==> src/hdl/pfla_ram.sv <==
// Generic single-write, single-read RAM with registered read data.
module pfla_ram #(
  parameter int WIDTH = 8,
  parameter int DEPTH = 16
) (
  input  logic                     clk,
  input  logic                     we,
  input  logic [$clog2(DEPTH)-1:0] waddr,
  input  logic [WIDTH-1:0]         wdata,
  input  logic [$clog2(DEPTH)-1:0] raddr,
  output logic [WIDTH-1:0]         rdata
);

  logic [WIDTH-1:0] mem_r [DEPTH];
  logic [WIDTH-1:0] rdata_r;

  always_ff @(posedge clk) begin
    if (we) begin
      mem_r[waddr] <= wdata;
    end
    rdata_r <= mem_r[raddr];
  end

  assign rdata = rdata_r;

endmodule
==> config.mk <==
export PLATFORM = sky130hd
export DESIGN_NAME = pfla_ram
export DESIGN_NICKNAME = d
export VERILOG_FILES = /design/src/hdl/pfla_ram.sv
export SDC_FILE = /design/constraint.sdc
export NUM_CORES = 1
export LEC_CHECK = 0
export ABC_AREA = 1
export BUFFER_PORTS_ARGS = -buffer_cell sky130_fd_sc_hd__buf_2
export CAP_MARGIN = 5
export CELL_PAD_IN_SITES_DETAIL_PLACEMENT = 1
export CELL_PAD_IN_SITES_GLOBAL_PLACEMENT = 1
export CORE_MARGIN = 2
export CORE_UTILIZATION = 35
export CTS_CLUSTER_DIAMETER = 120
export CTS_CLUSTER_SIZE = 12
export DETAILED_ROUTE_END_ITERATION = 16
export GPL_TIMING_DRIVEN = 0
export MAX_ROUTING_LAYER = met4
export PLACE_DENSITY = 0.66
export SLEW_MARGIN = 15
export SYNTH_ARGS = -nofsm -noshare
export SYNTH_HDL_FRONTEND = slang
export SYNTH_SLANG_ARGS = --single-unit
==> constraint.sdc <==
create_clock -name clk -period 1 [get_ports clk]
set_input_delay 0.15 -clock clk [delete_from_list [all_inputs] [get_ports clk]]
set_output_delay 0.15 -clock clk [all_outputs]
set_load 0.02 [all_outputs]
==> key figures <==
Run status
  – Status: finished, violations left
  – Failing checks: negative setup slack

Yosys
  – Post-synth top area share: 0.667
  – Post-synthesis sequential area ratio: 0.694
  – Yosys top cell by area: edfxtp_1
  – Post-Syn Nets: 569
  – Yosys warns: 0
  – Synth Cell Area: 0.00577 sq mm
  – Synth top area cells: edfxtp_1 67%, nand2_1 11%, nand3_1 8.4%
  – Cells after synthesis: 551
  – Syn_area_per_cell: 10.5 sq um
  – Yosys reg bits: 136
  – Yosys cell types: 12

Global routing
  – Vias in the first global route: 4152
  – GRT Total Usage: 0.202
  – Gr ovfl total: 0
  – Largest net degree at the start of global routing: 17
  – Global-route wire length before repair: 24900 microns
  – Antenna violations before repair: 0

Critical path
  – Setup crit start kind: input port
  – CP Class: in -> reg
  – Setup crit end kind: flip-flop
  – Worst-path fanout max: 8
  – Cells on worst reg2reg path: 6
  – Arrival time worst endpoint: 1.15 ns
  – Worst Path Required: 1.06 ns

Routing
  – ANT nets after route: 0
  – Metal-1 WL: 7400 microns
  – Routed WL: 16400 microns
  – WL met2: 8040 microns
  – DR top layer: met4
  – Vias per cell: 4.90
  – DRC: 0
  – DR WL met3: 717 microns
  – Vias: 4021
  – Wirelength per Cell: 20.0 microns
  – DRT Pass-1 Iters: 4
  – Iter 0 DRT Violations: 229

STA
  – Final Cycle Share: 1.09
  – Setup Skew: 0.00436 ns
  – Final Hold Violating Endpoints: 0
  – Max Fclk: 913 MHz
  – Setup violations, final: 35
  – Max_slew headroom: 0.612
  – Setup WS post-layout: -0.0948 ns
  – Hold slack: 0.146 ns
  – Max-slew violations: 0
  – Min Tclk post-route: 1.09 ns
  – Slew at the pin closest to its max-slew limit: 0.581 ns
  – RSZ-0062 raised after global routing: yes
  – Setup TNS Final: -1.92 ns

Placement
  – Routability cong.: 0.862
  – DPL Wire Length: 10600 microns
  – Pre-CTS setup slack: -0.739 ns
  – PortBufs: 22
  – Placed cells: 789

Power and ir drop
  – Peak supply drop: 1.11 mV
  – Pwr Density: 1980 mW/mm^2
  – Leak: 3.06 nW

Final layout
  – # diodes: 0
  – Fillers: 1790
  – Core Util, Final: 0.455
  – Net count, final: 610
  – Layout cell share with drive strength beyond 1: 0.273
  – Final Non-Filler Cells: 821
  – Syn-to-layout area delta: 26.3%

Clock tree
  – CTS sink count: 136
  – Root buf cell: clkbuf_16
  – Clk slew on worst S/H paths: 0.06 ns
  – TritonCTS buffer count: 17
  – Skew-Pair Late Insertion Delay: 0.42 ns
  – Max Root-Sink Buffers: 2
  – Hold_buf cts: 0
  – Post-CTS Repair Setup Buffers: 0
  – CTS tree: yes
  – H-Tree Depth: 4

Floorplanning
  – Die W: 132 microns
  – Row cnt: 46
  – Boundary Pins: 26
  – Initial Utilization: 0.360
  – Placeable Area: 0.0160 sq mm
  – Die ar.: 0.0175 sq mm
  – Die H: 132 microns

Worst hold path
  – HP Class: in -> reg
  – Worst hold path depth: 1

Run
  – Max Cap Viol: 0
[cell usage in the layout, fill, tap and decap left out]
| master | synthesis | layout |
|---|---|---|
| buf_2 | 13 | 21 |
| buf_4 | 4 | 6 |
| buf_6 | 6 | 15 |
| bufinv_16 | 0 | 5 |
| clkbuf_1 | 0 | 4 |
| clkbuf_16 | 0 | 17 |
| clkbuf_2 | 0 | 1 |
| clkbuf_4 | 0 | 3 |
| clkbuf_8 | 0 | 3 |
| clkinv_1 | 0 | 1 |
| clkinv_2 | 0 | 1 |
| clkinv_4 | 0 | 1 |
| dfxtp_2 | 0 | 8 |
| edfxtp_1 | 128 | 128 |
| inv_1 | 100 | 98 |
| inv_2 | 2 | 4 |
| nand2_1 | 173 | 161 |
| nand2_2 | 0 | 11 |
| nand2_4 | 0 | 1 |
| nand3_1 | 97 | 45 |
| nand3_2 | 0 | 50 |
| nand3_4 | 0 | 2 |
| nand3b_1 | 2 | 2 |
| nor2_1 | 17 | 1 |
| nor2_2 | 0 | 5 |
| nor2_4 | 0 | 11 |
[layout make-up]
class                   count  area (sq um)  area share
clock inverters             8           168      0.0230
clock buffers              24           482      0.0662
multi-input cells         289          1620       0.222
flip-flops and latches    136          4010       0.551
repair buffers             22           166      0.0229
plain buffers              24           180      0.0247
inverters                 102           383      0.0526
well taps                 216           270      0.0371
[stage by stage]
| step | power (mW) | instance area [sq um] |
|---|---|---|
| final | 14.4 | 7280 |
| after global placement | 7.40 | 6160 |
| after global routing | 14.8 | 7280 |
| after detailed placement | 7.43 | 6160 |
| after CTS | 14.4 | 6950 |
| after floorplan | 7.02 | 5780 |
[repair_timing]
action | CTS | global route
resized for setup | 45 | 76
pin swaps | 2 | 28
gates cloned | 0 | 0
endpoints found under the setup margin | 96 | 96
[cells in the mapped netlist (all sizes together)]
cell type,number
nand3b,2
nand3,97
nor2,17
edfxtp,128
dfxtp,8
nand2,173
inv,102
buf,24
[routing by layer]
layer,track usage,up-vias
li1,-,1857
met4,0.0591,0
met2,0.324,107
met5,-,-
met1,0.259,2040
met3,0.0442,17
[logic make-up (layout without fill, tap and decap cells)]
family | after synthesis | in the layout | synth area share
buffers and inverters | 126 | 180 | 0.0952
DFF | 136 | 136 | 0.694
and+or+nand+nor | 289 | 289 | 0.210
[where the power goes]
part / switching (mW) / leakage (nW) / total (mW) / internal [mW]
Combinational: 0.761 / 1.52 / 1.11 / 0.346
Clock: 2.28 / 0.316 / 6.89 / 4.62
Sequential: 0.0412 / 1.22 / 6.42 / 6.38
Total: 3.08 / 3.06 / 14.4 / 11.3
[sequential cells by signal, summed over array words and instances (netlist names)]
register  cells
rdata         8
mem_r       128
[final timing paths]
| check | start | end | slack (ns) |
|---|---|---|---|
| setup / recovery | waddr[3] | mem_r[5][7] | -0.09 |
| hold / removal | wdata[2] | mem_r[9][2] | 0.15 |
| setup reg to reg | mem_r[9][2] | rdata[2] | 0.02 |
| hold reg to reg | mem_r[7][2] | rdata[2] | 0.71 |
[worst max-delay path, stage by stage]
cell	delay, ns
buf_2	0.12
nand3b_1	0.33
nor2_2	0.55
Note: power is estimated with default switching activity, not from simulation.
